--- config.mk ---
export PLATFORM = sky130hd
export DESIGN_NAME = htd_ctrl_flat
export DESIGN_NICKNAME = d
export VERILOG_FILES = /design/src/sv/htd_pkg.sv /design/src/sv/htd_in_if.sv /design/src/sv/htd_out_if.sv /design/src/sv/htd_ctrl.sv /design/src/flat_wrapper.sv
export VERILOG_INCLUDE_DIRS = /design/src /design/src/sv
export SDC_FILE = /design/constraint.sdc
export NUM_CORES = 1
export LEC_CHECK = 0
export BUFFER_PORTS_ARGS = -buffer_cell sky130_fd_sc_hd__buf_2
export CORE_UTILIZATION = 50
export DETAILED_ROUTE_END_ITERATION = 7
export GPL_TIMING_DRIVEN = 0
export PLACE_DENSITY = 0.87
export REMOVE_ABC_BUFFERS = 1
export SYNTH_ARGS = -nofsm -noshare
export SYNTH_HDL_FRONTEND = slang
export SYNTH_SLANG_ARGS = --single-unit
--- constraint.sdc ---
create_clock -name clk_i -period 3.4 [get_ports clk_i]
set_input_delay 0.17 -clock clk_i [delete_from_list [all_inputs] [get_ports clk_i]]
set_output_delay 0.17 -clock clk_i [all_outputs]
set_load 0.03 [all_outputs]
--- src/sv/assert_macros.svh ---
// Assertion macros used by the decoder RTL (htd_ctrl).
// Expects clk_i and rst_ni in the scope of each use.
`ifndef ASSERT_MACROS_SVH
`define ASSERT_MACROS_SVH

// Plain invariant, checked at every rising clock edge out of reset.
`define HTD_ASSERT(lbl, prop, msg) \
  lbl: assert property (@(posedge clk_i) disable iff (!rst_ni) (prop)) else $error(msg);

// Same-cycle implication.
`define HTD_ASSERT_IMPL(lbl, ante, cons, msg) \
  lbl: assert property (@(posedge clk_i) disable iff (!rst_ni) (ante) |-> (cons)) \
    else $error(msg);

// Next-cycle implication.
`define HTD_ASSERT_NEXT(lbl, ante, cons, msg) \
  lbl: assert property (@(posedge clk_i) disable iff (!rst_ni) (ante) |=> (cons)) \
    else $error(msg);

`endif

--- src/sv/htd_pkg.sv ---
// Package for the prefix-code tree decoder: field widths, codes, defaults.
// No dependencies.
`default_nettype none

package htd_pkg;

  localparam int unsigned NODE_COUNT_DEF   = 512;
  localparam int unsigned MAX_CODE_LEN_DEF = 16;

  localparam int unsigned SYM_W    = 8;
  localparam int unsigned BITS_W   = 16;
  localparam int unsigned LEN_W    = 5;
  localparam int unsigned STATUS_W = 2;

  localparam logic [SYM_W-1:0] NO_SYMBOL = 8'hFF;

  typedef enum logic {
    FUNC_LOAD   = 1'b0,
    FUNC_DECODE = 1'b1
  } func_e;

  typedef enum logic [STATUS_W-1:0] {
    ST_DECODED = 2'd0,
    ST_LOADED  = 2'd1,
    ST_FULL    = 2'd2,
    ST_INVALID = 2'd3
  } status_e;

endpackage

`default_nettype wire

--- src/sv/htd_in_if.sv ---
// Input channel of the decoder: valid/ready plus one load or decode word.
// Depends on htd_pkg for field widths.
`default_nettype none

interface htd_in_if;
  logic                          valid;
  logic                          ready;
  logic                          func;
  logic [htd_pkg::SYM_W-1:0]     symbol;
  logic [htd_pkg::BITS_W-1:0]    code_bits;
  logic [htd_pkg::LEN_W-1:0]     code_length;
  logic                          data_bit;

  modport source (output valid, func, symbol, code_bits, code_length, data_bit,
                  input ready);
  modport sink   (input valid, func, symbol, code_bits, code_length, data_bit,
                  output ready);
endinterface

`default_nettype wire

--- src/sv/htd_out_if.sv ---
// Result channel of the decoder: valid/ready plus symbol and status.
// Depends on htd_pkg for field widths.
`default_nettype none

interface htd_out_if;
  logic                          valid;
  logic                          ready;
  logic [htd_pkg::SYM_W-1:0]     symbol_out;
  logic [htd_pkg::STATUS_W-1:0]  status;

  modport source (output valid, symbol_out, status, input ready);
  modport sink   (input valid, symbol_out, status, output ready);
endinterface

`default_nettype wire

--- src/sv/htd_ctrl.sv ---
// Sequencer for tree loads and bit decodes; root node and counters in flops.
// Depends on htd_pkg, htd_in_if, htd_out_if, assert_macros.svh.
`default_nettype none
`include "assert_macros.svh"

module htd_ctrl #(
  parameter int unsigned NODE_COUNT   = htd_pkg::NODE_COUNT_DEF,
  parameter int unsigned MAX_CODE_LEN = htd_pkg::MAX_CODE_LEN_DEF,
  localparam int unsigned IDX_W       = $clog2(NODE_COUNT),
  localparam int unsigned NODE_W      = 2 * IDX_W + htd_pkg::SYM_W
) (
  input  wire logic              clk_i,
  input  wire logic              rst_ni,
  htd_in_if.sink                 in_i,
  htd_out_if.source              out_o,
  output logic                   mem_we_o,
  output logic [IDX_W-1:0]       mem_waddr_o,
  output logic [NODE_W-1:0]      mem_wdata_o,
  output logic                   mem_re_o,
  output logic [IDX_W-1:0]       mem_raddr_o,
  input  wire logic [NODE_W-1:0] mem_rdata_i
);

  localparam int unsigned CNT_W = $clog2(NODE_COUNT + 1);
  localparam int unsigned LEN_W = htd_pkg::LEN_W;

  typedef struct packed {
    logic [IDX_W-1:0]          left;
    logic [IDX_W-1:0]          right;
    logic [htd_pkg::SYM_W-1:0] sym;
  } node_t;

  typedef enum logic [4:0] {
    S_IDLE    = 5'b00001,
    S_LD_STEP = 5'b00010,
    S_LD_WAIT = 5'b00100,
    S_DEC_CUR = 5'b01000,
    S_DEC_NXT = 5'b10000
  } state_e;

  localparam node_t NODE_CLEAR = '{left: '0, right: '0, sym: htd_pkg::NO_SYMBOL};

  state_e                     state_q, state_d;
  logic [htd_pkg::SYM_W-1:0]  sym_q, sym_d;
  logic [htd_pkg::BITS_W-1:0] bits_q, bits_d;
  logic [LEN_W-1:0]           rem_q, rem_d;
  logic                       dbit_q, dbit_d;
  logic [IDX_W-1:0]           node_q, node_d;
  node_t                      entry_q, entry_d;
  node_t                      root_q, root_d;
  logic [CNT_W-1:0]           used_q, used_d;
  logic [IDX_W-1:0]           cur_q, cur_d;
  logic                       out_valid_q, out_valid_d;
  logic [htd_pkg::SYM_W-1:0]  out_sym_q, out_sym_d;
  htd_pkg::status_e           out_status_q, out_status_d;

  logic                       out_free;
  logic                       accept;
  logic                       set_out;
  logic [htd_pkg::SYM_W-1:0]  res_sym;
  htd_pkg::status_e           res_status;
  logic                       wr_en;
  logic [IDX_W-1:0]           wr_idx;
  node_t                      wr_val;
  logic [LEN_W-1:0]           pos;
  logic                       ld_bit;
  logic [IDX_W-1:0]           ld_slot;
  logic                       alloc;
  node_t                      parent_upd;
  node_t                      cur_entry;
  logic [IDX_W-1:0]           dec_child;
  node_t                      rd_entry;

  assign out_free = !out_valid_q || out_o.ready;
  assign in_i.ready = (state_q == S_IDLE);
  assign accept = in_i.valid && in_i.ready;
  assign rd_entry = node_t'(mem_rdata_i);

  // load walk: bit taken this step, positions 16 and up read as left
  assign pos     = rem_q - LEN_W'(1);
  assign ld_bit  = pos[LEN_W-1] ? 1'b0 : bits_q[pos[LEN_W-2:0]];
  assign ld_slot = ld_bit ? entry_q.right : entry_q.left;

  always_comb begin
    parent_upd = entry_q;
    if (ld_bit) begin
      parent_upd.right = used_q[IDX_W-1:0];
    end else begin
      parent_upd.left = used_q[IDX_W-1:0];
    end
  end

  assign cur_entry = (cur_q == '0) ? root_q : rd_entry;
  assign dec_child = dbit_q ? cur_entry.right : cur_entry.left;

  always_comb begin
    state_d     = state_q;
    sym_d       = sym_q;
    bits_d      = bits_q;
    rem_d       = rem_q;
    dbit_d      = dbit_q;
    node_d      = node_q;
    entry_d     = entry_q;
    used_d      = used_q;
    cur_d       = cur_q;
    set_out     = 1'b0;
    res_sym     = '0;
    res_status  = htd_pkg::ST_LOADED;
    wr_en       = 1'b0;
    wr_idx      = node_q;
    wr_val      = entry_q;
    mem_re_o    = 1'b0;
    mem_raddr_o = cur_q;
    alloc       = 1'b0;

    case (state_q)
      S_IDLE: begin
        if (accept) begin
          sym_d  = in_i.symbol;
          bits_d = in_i.code_bits;
          dbit_d = in_i.data_bit;
          if (32'(in_i.code_length) > MAX_CODE_LEN) begin
            rem_d = LEN_W'(MAX_CODE_LEN);
          end else begin
            rem_d = in_i.code_length;
          end
          if (in_i.func == htd_pkg::FUNC_LOAD) begin
            node_d  = '0;
            entry_d = root_q;
            state_d = S_LD_STEP;
          end else begin
            mem_re_o    = 1'b1;
            mem_raddr_o = cur_q;
            state_d     = S_DEC_CUR;
          end
        end
      end

      S_LD_STEP: begin
        if (rem_q == '0) begin
          if (out_free) begin
            wr_en      = 1'b1;
            wr_val.sym = sym_q;
            set_out    = 1'b1;
            res_status = htd_pkg::ST_LOADED;
            state_d    = S_IDLE;
          end
        end else if (ld_slot != '0) begin
          mem_re_o    = 1'b1;
          mem_raddr_o = ld_slot;
          node_d      = ld_slot;
          rem_d       = rem_q - LEN_W'(1);
          state_d     = S_LD_WAIT;
        end else if (used_q == CNT_W'(NODE_COUNT)) begin
          // flush the working node: it may be freshly allocated
          if (out_free) begin
            wr_en      = 1'b1;
            set_out    = 1'b1;
            res_status = htd_pkg::ST_FULL;
            state_d    = S_IDLE;
          end
        end else begin
          alloc   = 1'b1;
          wr_en   = 1'b1;
          wr_val  = parent_upd;
          entry_d = NODE_CLEAR;
          node_d  = used_q[IDX_W-1:0];
          used_d  = used_q + CNT_W'(1);
          rem_d   = rem_q - LEN_W'(1);
        end
      end

      S_LD_WAIT: begin
        entry_d = rd_entry;
        state_d = S_LD_STEP;
      end

      S_DEC_CUR: begin
        if (dec_child == '0) begin
          if (out_free) begin
            cur_d      = '0;
            set_out    = 1'b1;
            res_status = htd_pkg::ST_INVALID;
            state_d    = S_IDLE;
          end
        end else begin
          mem_re_o    = 1'b1;
          mem_raddr_o = dec_child;
          node_d      = dec_child;
          state_d     = S_DEC_NXT;
        end
      end

      S_DEC_NXT: begin
        if (rd_entry.left == '0 && rd_entry.right == '0) begin
          if (out_free) begin
            cur_d      = '0;
            set_out    = 1'b1;
            res_sym    = rd_entry.sym;
            res_status = htd_pkg::ST_DECODED;
            state_d    = S_IDLE;
          end
        end else begin
          cur_d   = node_q;
          state_d = S_IDLE;
        end
      end

      default: begin
        state_d = S_IDLE;
      end
    endcase
  end

  // root lives in flops; every other node in the table
  assign mem_we_o    = wr_en && (wr_idx != '0);
  assign mem_waddr_o = wr_idx;
  assign mem_wdata_o = NODE_W'(wr_val);
  assign root_d      = (wr_en && (wr_idx == '0)) ? wr_val : root_q;

  always_comb begin
    out_valid_d  = out_valid_q;
    out_sym_d    = out_sym_q;
    out_status_d = out_status_q;
    if (set_out) begin
      out_valid_d  = 1'b1;
      out_sym_d    = res_sym;
      out_status_d = res_status;
    end else if (out_o.ready) begin
      out_valid_d = 1'b0;
    end
  end

  assign out_o.valid      = out_valid_q;
  assign out_o.symbol_out = out_sym_q;
  assign out_o.status     = out_status_q;

  always_ff @(posedge clk_i or negedge rst_ni) begin
    if (!rst_ni) begin
      state_q     <= S_IDLE;
      root_q      <= NODE_CLEAR;
      used_q      <= CNT_W'(1);
      cur_q       <= '0;
      out_valid_q <= 1'b0;
    end else begin
      state_q     <= state_d;
      root_q      <= root_d;
      used_q      <= used_d;
      cur_q       <= cur_d;
      out_valid_q <= out_valid_d;
    end
  end

  always_ff @(posedge clk_i) begin
    sym_q        <= sym_d;
    bits_q       <= bits_d;
    rem_q        <= rem_d;
    dbit_q       <= dbit_d;
    node_q       <= node_d;
    entry_q      <= entry_d;
    out_sym_q    <= out_sym_d;
    out_status_q <= out_status_d;
  end

  `HTD_ASSERT(a_used_range, (used_q != '0) && (used_q <= CNT_W'(NODE_COUNT)), "node count out of range")
  `HTD_ASSERT(a_cur_alloc, CNT_W'(cur_q) < used_q, "decode position not allocated")
  `HTD_ASSERT_IMPL(a_no_root_mem, mem_we_o, mem_waddr_o != '0, "root written to table")
  `HTD_ASSERT_IMPL(a_sym_zero, out_valid_q && (out_status_q != htd_pkg::ST_DECODED), out_sym_q == '0, "nonzero symbol on status")
  `HTD_ASSERT_NEXT(a_alloc_count, alloc, used_q == $past(used_q) + CNT_W'(1), "allocation lost")

endmodule

`default_nettype wire

--- src/flat_wrapper.sv ---
// flat-port wrapper written by rule: the top's interface ports become plain ports
module htd_ctrl_flat 
#(
  parameter int unsigned NODE_COUNT   = htd_pkg::NODE_COUNT_DEF,
  parameter int unsigned MAX_CODE_LEN = htd_pkg::MAX_CODE_LEN_DEF,
  localparam int unsigned IDX_W       = $clog2(NODE_COUNT),
  localparam int unsigned NODE_W      = 2 * IDX_W + htd_pkg::SYM_W
)
  (clk_i, rst_ni, mem_we_o, mem_waddr_o, mem_wdata_o, mem_re_o, mem_raddr_o, mem_rdata_i, in_i_valid, in_i_func, in_i_symbol, in_i_code_bits, in_i_code_length, in_i_data_bit, in_i_ready, out_o_valid, out_o_symbol_out, out_o_status, out_o_ready);
  htd_in_if in_i_i ();
  htd_out_if out_o_i ();
  input  wire logic clk_i;
  input  wire logic rst_ni;
  output logic mem_we_o;
  output logic [IDX_W-1:0] mem_waddr_o;
  output logic [NODE_W-1:0] mem_wdata_o;
  output logic mem_re_o;
  output logic [IDX_W-1:0] mem_raddr_o;
  input  wire logic [NODE_W-1:0] mem_rdata_i;
  input wire logic [$bits(in_i_i.valid)-1:0] in_i_valid;
  input wire logic [$bits(in_i_i.func)-1:0] in_i_func;
  input wire logic [$bits(in_i_i.symbol)-1:0] in_i_symbol;
  input wire logic [$bits(in_i_i.code_bits)-1:0] in_i_code_bits;
  input wire logic [$bits(in_i_i.code_length)-1:0] in_i_code_length;
  input wire logic [$bits(in_i_i.data_bit)-1:0] in_i_data_bit;
  output wire logic [$bits(in_i_i.ready)-1:0] in_i_ready;
  output wire logic [$bits(out_o_i.valid)-1:0] out_o_valid;
  output wire logic [$bits(out_o_i.symbol_out)-1:0] out_o_symbol_out;
  output wire logic [$bits(out_o_i.status)-1:0] out_o_status;
  input wire logic [$bits(out_o_i.ready)-1:0] out_o_ready;
  assign in_i_i.valid = in_i_valid;
  assign in_i_i.func = in_i_func;
  assign in_i_i.symbol = in_i_symbol;
  assign in_i_i.code_bits = in_i_code_bits;
  assign in_i_i.code_length = in_i_code_length;
  assign in_i_i.data_bit = in_i_data_bit;
  assign in_i_ready = in_i_i.ready;
  assign out_o_valid = out_o_i.valid;
  assign out_o_symbol_out = out_o_i.symbol_out;
  assign out_o_status = out_o_i.status;
  assign out_o_i.ready = out_o_ready;
  htd_ctrl #(.NODE_COUNT(NODE_COUNT), .MAX_CODE_LEN(MAX_CODE_LEN)) u_core (.clk_i(clk_i), .rst_ni(rst_ni), .in_i(in_i_i), .out_o(out_o_i), .mem_we_o(mem_we_o), .mem_waddr_o(mem_waddr_o), .mem_wdata_o(mem_wdata_o), .mem_re_o(mem_re_o), .mem_raddr_o(mem_raddr_o), .mem_rdata_i(mem_rdata_i));
endmodule
Word-level counts from Yosys, hierarchy flattened --
Cells that the tools add are included.
Cells by class: $add $sub $neg 2, order comparisons 2, equality and inequality tests 15, mux-type cells 78, bitwise gates (word level) 3, reduce and logical (&&, ||, !) cells 27
Operators by type and width (count):
- $mux 26 | 9
- $mux 9 | 16
- $pmux 26 s3 | 1
- $mux 5 | 12
- $logic_not 9->1 | 5
- $pmux 9 s2 | 2
- $pmux 9 s3 | 1
- $pmux 5 s5 | 1
- $mux 1 | 20
- $mux 18 | 1
- $reduce_bool 9->1 | 2
- $mux 8 | 2
- $mux 2 | 7
- $ne 2x2->1 const B | 6
- $reduce_and 6->1 | 2
- $add 10x1->10 const B | 1
- $eq 10x10->1 const B | 1
- $pmux 5 s2 | 1
- $reduce_and 4->1 | 2
- $pmux 1 s3 | 2
- $pmux 2 s3 | 1
- $reduce_and 2->1 | 3
- $reduce_bool 2->1 | 3
- $reduce_bool 3->1 | 2
- other kinds (19) | 24
Word-level totals: bits in registers 126, input port bits 61, output and inout bits 58, word-level logic and storage cells 144

Longest topological paths before layout --
word-level depth 10, gate-level depth with buffers 11, mapped depth without buffers 9

Worst setup path before layout --
No wires, ideal clock.
path type register to register, from register u_core.state_q[3], to register u_core.rem_q[0], enable pin, setup time 0.349 ns, arrival time 3.260 ns, data required time 3.051 ns, slack -0.208 ns, stages on the path, launching flop included 6, path buffers 2, clock period less this slack 3.608 ns, cell sequence dfrtp_1 clkbuf_1 or3_1 clkbuf_1 nor3_1 o21bai_1
On the way: word-level cells in the longest chain between the ends 4, elaborated cells on any way between the ends 8, those cells by class 5 x eq/ne; 3 x reduce/logical
RTL lines:
- start, declared | line htd_ctrl.sv:43 | state_e state_q, state_d;
- start signal, assigned | line htd_ctrl.sv:246 | state_q <= state_d;
- $eq 5x1->1 | line htd_ctrl.sv:75, htd_ctrl.sv:116
- $logic_and 1x1->1 | line htd_ctrl.sv:76 | assign accept = in_i.valid && in_i.ready;
- $ne 2x2->1 (no line)
- $reduce_and 4->1 (no line) (*)
- end signal, assigned | line htd_ctrl.sv:257 | rem_q <= rem_d;
- end, declared | line htd_ctrl.sv:46 | logic [LEN_W-1:0] rem_q, rem_d;
Mark *: on every way between the ends. The rest lies on a longest branch, timed or not. A chain may end at the register's enable or synchronous reset.

Worst setup path in the final report --
from register u_core.rem_q[2], to output port mem_raddr_o[3]
On the way: word-level cells in the longest chain between the ends 9, elaborated cells on any way between the ends 10, those cells by class 1 x add/sub; 7 x mux; 2 x reduce/logical
RTL lines:
- $sub 5x1->5 | line htd_ctrl.sv:80 | assign pos = rem_q - LEN_W'(1);
- $bmux 1 s4 | line htd_ctrl.sv:81 | assign ld_bit = pos[LEN_W-1] ? 1'b0 : bits_q[pos[LEN_W-2:0]];
- $mux 1 (not written as such) | line htd_ctrl.sv:81
- $mux 1 | line htd_ctrl.sv:81
- $mux 9 | line htd_ctrl.sv:82 | assign ld_slot = ld_bit ? entry_q.right : entry_q.left;
- $reduce_bool 9->1 | line htd_ctrl.sv:148 | end else if (ld_slot != '0) begin
- $mux 9 | line htd_ctrl.sv:148
- $mux 9 (*) | line htd_ctrl.sv:140 | if (rem_q == '0) begin
- $pmux 9 s2 (*) | line htd_ctrl.sv:116 | case (state_q)
- end, declared | line flat_wrapper.sv:18 | output logic [IDX_W-1:0] mem_raddr_o;
Mark *: on every way between the ends. The rest lies on a longest branch, timed or not. The select of a mux whose other input is x is not followed.

==> flow_metrics.env <==
export IMPL_status="finished with violations"
export IMPL_violations="hold timing, setup timing"
export IMPL_via_count=5382
export IMPL_max_vdd_ir_drop_mv=0.510
export IMPL_area_delta_synth_final_pct=29.6
export IMPL_ys_warn_count=0
export IMPL_core_rowCount=40
export IMPL_wl_per_cell_um=22.0
export IMPL_r2r_cells=8
export IMPL_die_w_um=115
export IMPL_slew_violations=0
export IMPL_fin_crit_sh_pct=101
export IMPL_fin_ws_ns=-0.0321
export IMPL_die_area_um2=13300
export IMPL_drv_cap=0
export IMPL_setup_tns_ns=-0.0622
export IMPL_setup_violations=2
export IMPL_wirelength_mm=18.6
export IMPL_synth_edf_count=75
export IMPL_final_nets=729
export IMPL_globalplace_congestion=0.935
export IMPL_skew_ns=0.0108
export IMPL_synth_ff_type="edfxtp_1"
export IMPL_grt_pass1_vias=5177
export IMPL_htree_levels=4
export IMPL_syn_inst=509
export IMPL_firstDrtPassIters=6
export IMPL_endpoint_kind="output port"
export IMPL_async_reset_ff_share_pct=40.5
export IMPL_ys_types=60
export IMPL_initial_core_util_pct=52.3
export IMPL_tightest_slew_ns=1.21
export IMPL_grt_antenna_before_repair=0
export IMPL_relSlewSlack_pct=18.9
export IMPL_synthTopCellsByArea="edfxtp_1 35%, dfrtp_1 16%, mux2_4 4.7%"
export IMPL_crit_path_start="u_core.rem_q[2]"
export IMPL_yosys_top_cells_count="75 x edfxtp_1, 41 x dfrtp_1, 38 x nand2_1, 28 x nor2_1"
export IMPL_ant_nets=0
export IMPL_critPathKind="reg2out"
export IMPL_critPathArrivalTime_ns=3.26
export IMPL_dp_hpwl_mm=11.7
export IMPL_vias_per_cell=6.36
export IMPL_p_leak_nw=3.57
export IMPL_clk_latency_ns=0.42
export IMPL_hold_viol=2
export IMPL_startpoint_type="register"
export IMPL_yosys_cell_count_top_type="edfxtp_1"
export IMPL_max_freq_ghz=0.291
export IMPL_gr_total_overflow=0
export IMPL_cts_clk_slew_worst_paths_ns=0.06
export IMPL_hold_path_class="in2async"
export IMPL_cts_tree="built"
export IMPL_drive_gt1_share_pct=38.3
export IMPL_utilization_pct=67.7
export IMPL_root_buffer="clkbuf_16"
export IMPL_holdWs_ns=-0.00166
export IMPL_required_ns=3.23
export IMPL_cts_buffers=17
export IMPL_grt_start_max_net_pins=52
export IMPL_drt_iter0_drc=628
export IMPL_grt_usage_pct=28.7
export IMPL_die_y_um=115
export IMPL_nFillCells=797
export IMPL_antenna_cells=0
export IMPL_cts_sinks=126
export IMPL_power_density_nw_per_um2=875
export IMPL_drc_errors=0
export IMPL_yosysTopAreaCell="edfxtp_1"
export IMPL_period_needed_ns=3.43
export IMPL_syn_area_per_cell_um2=12.6
export IMPL_synth_seq_cells=126
export IMPL_syn_area_um2=6410
export IMPL_rr_startpoint="u_core.rem_q[2]"
export IMPL_clock_path_buffers=2
export IMPL_io_buffers=118
export IMPL_seq_area_frac_synth_pct=55.3
export IMPL_ios=119
export IMPL_grt_pass1_wl_mm=28.1
export IMPL_core_region_area_um2=12300
export IMPL_path_max_fanout=8
export IMPL_yosys_area_top_type_share_pct=35.1
-- sequential cells by signal (all words and copies together), names as in the netlist --
register                 flops
u_core.entry_q              26
u_core.root_q               26
u_core.bits_q               16
u_core.used_q               10
u_core.cur_q                 9
u_core.mem_waddr_o           9
u_core.out_o.symbol_out      8
u_core.sym_q                 8
u_core.rem_q                 5
u_core.state_q               5
u_core.out_o.status          2
u_core.dbit_q                1
u_core.out_o.valid           1
-- metrics by stage --
step | std cells | cell area, um2 | power [mW] | hold WS (ns) | worst slack, ns
3_3_place_gp | 774 | 7100 | 4.94 | 0.347 | -0.986
5_1_grt | 846 | 8310 | 7.50 | 0.0364 | -0.0438
2_1_floorplan | 488 | 6300 | 4.19 | -0.126 | -0.0974
6_report | 846 | 8310 | 7.26 | -0.00166 | -0.0321
4_1_cts | 841 | 8160 | 7.02 | 0.0221 | -0.0250
3_5_place_dp | 777 | 7160 | 5.04 | 0.348 | -0.578
-- routing by layer --
layer	GRT usage (%)	up-vias	routed length, um
li1	-	2276	-
met3	7.80	79	1910
met1	36.3	2580	6900
met4	11.9	0	670
met2	47.0	447	9130
met5	0	-	0
-- where the power goes --
| group | switching [mW] | leakage (nW) | total (mW) | internal [mW] |
|---|---|---|---|---|
| combinational | 1.96 | 1.88 | 3.00 | 1.04 |
| clock | 0.671 | 0.281 | 1.82 | 1.15 |
| sequential | 0.284 | 1.40 | 2.44 | 2.15 |
-- logic make-up (layout without fill, tap and decap cells) --
kind of cell | after synthesis | in the layout | synth area share, %
buffers and inverters | 43 | 210 | 2.99
AOI/OAI and AO/OA | 100 | 102 | 12.5
DFF | 126 | 126 | 55.3
muxes | 58 | 58 | 13.3
and+or+nand+nor | 168 | 168 | 13.9
xor gates and xnor gates | 11 | 11 | 1.50
adders and majority gates | 3 | 3 | 0.586
-- critical path: stages (launching register included) --
cell      delay (ns)
edfxtp_1        0.53
or4_4           0.60
a21boi_0        0.43
o21a_2          0.30
nor2_4          0.07
buf_12          0.16
mux2i_1         0.28
o221ai_1        0.23
buf_2           0.24
-- layout by cell type, fill, tap and decap left out, types with 15 or more instances in the layout --
cell           count
buf_2            115
edfxtp_1          75
dfrtp_1           41
nand2_1           37
nand3_1           27
a22o_1            27
nor2_1            26
dlygate4sd3_1     25
inv_1             22
mux2_4            20
a21o_1            19
clkbuf_16         17
mux2_2            15
o221ai_1          15
-- repair_timing --
action                                  in CTS  in global routing
endpoints found under the hold margin       25                  0
cloned                                       2                  0
endpoints found under the setup margin     115                 69
pin swaps                                    1                  5
buffers inserted                             5                  5
hold buffers                                25                  0
gates resized for setup                     18                 20
-- worst paths after layout --
kind / endpoint / slack (ns)
max reg2reg: u_core.out_o.symbol_out[5] / 0.15
min: u_core.root_q[14] / -0.002
max in group asynchronous: u_core.cur_q[7] / 2.67
max: mem_raddr_o[3] / -0.03
min in group clk_i: u_core.state_q[3] / 0.04
min reg2reg: u_core.used_q[9] / 0.48
-- final cells by class --
type                            instances  area (um2)  area share [%]
Sequential cell                       126        3540            42.6
Multi-Input combinational cell        342        2880            34.6
Timing Repair Buffer                  156         998            12.0
Clock buffer                           23         488            5.87
Tap cell                              168         210            2.53
Clock inverter                          9         109            1.31
Inverter                               22        82.6           0.994
Note: power is estimated with default switching activity, not from simulation.
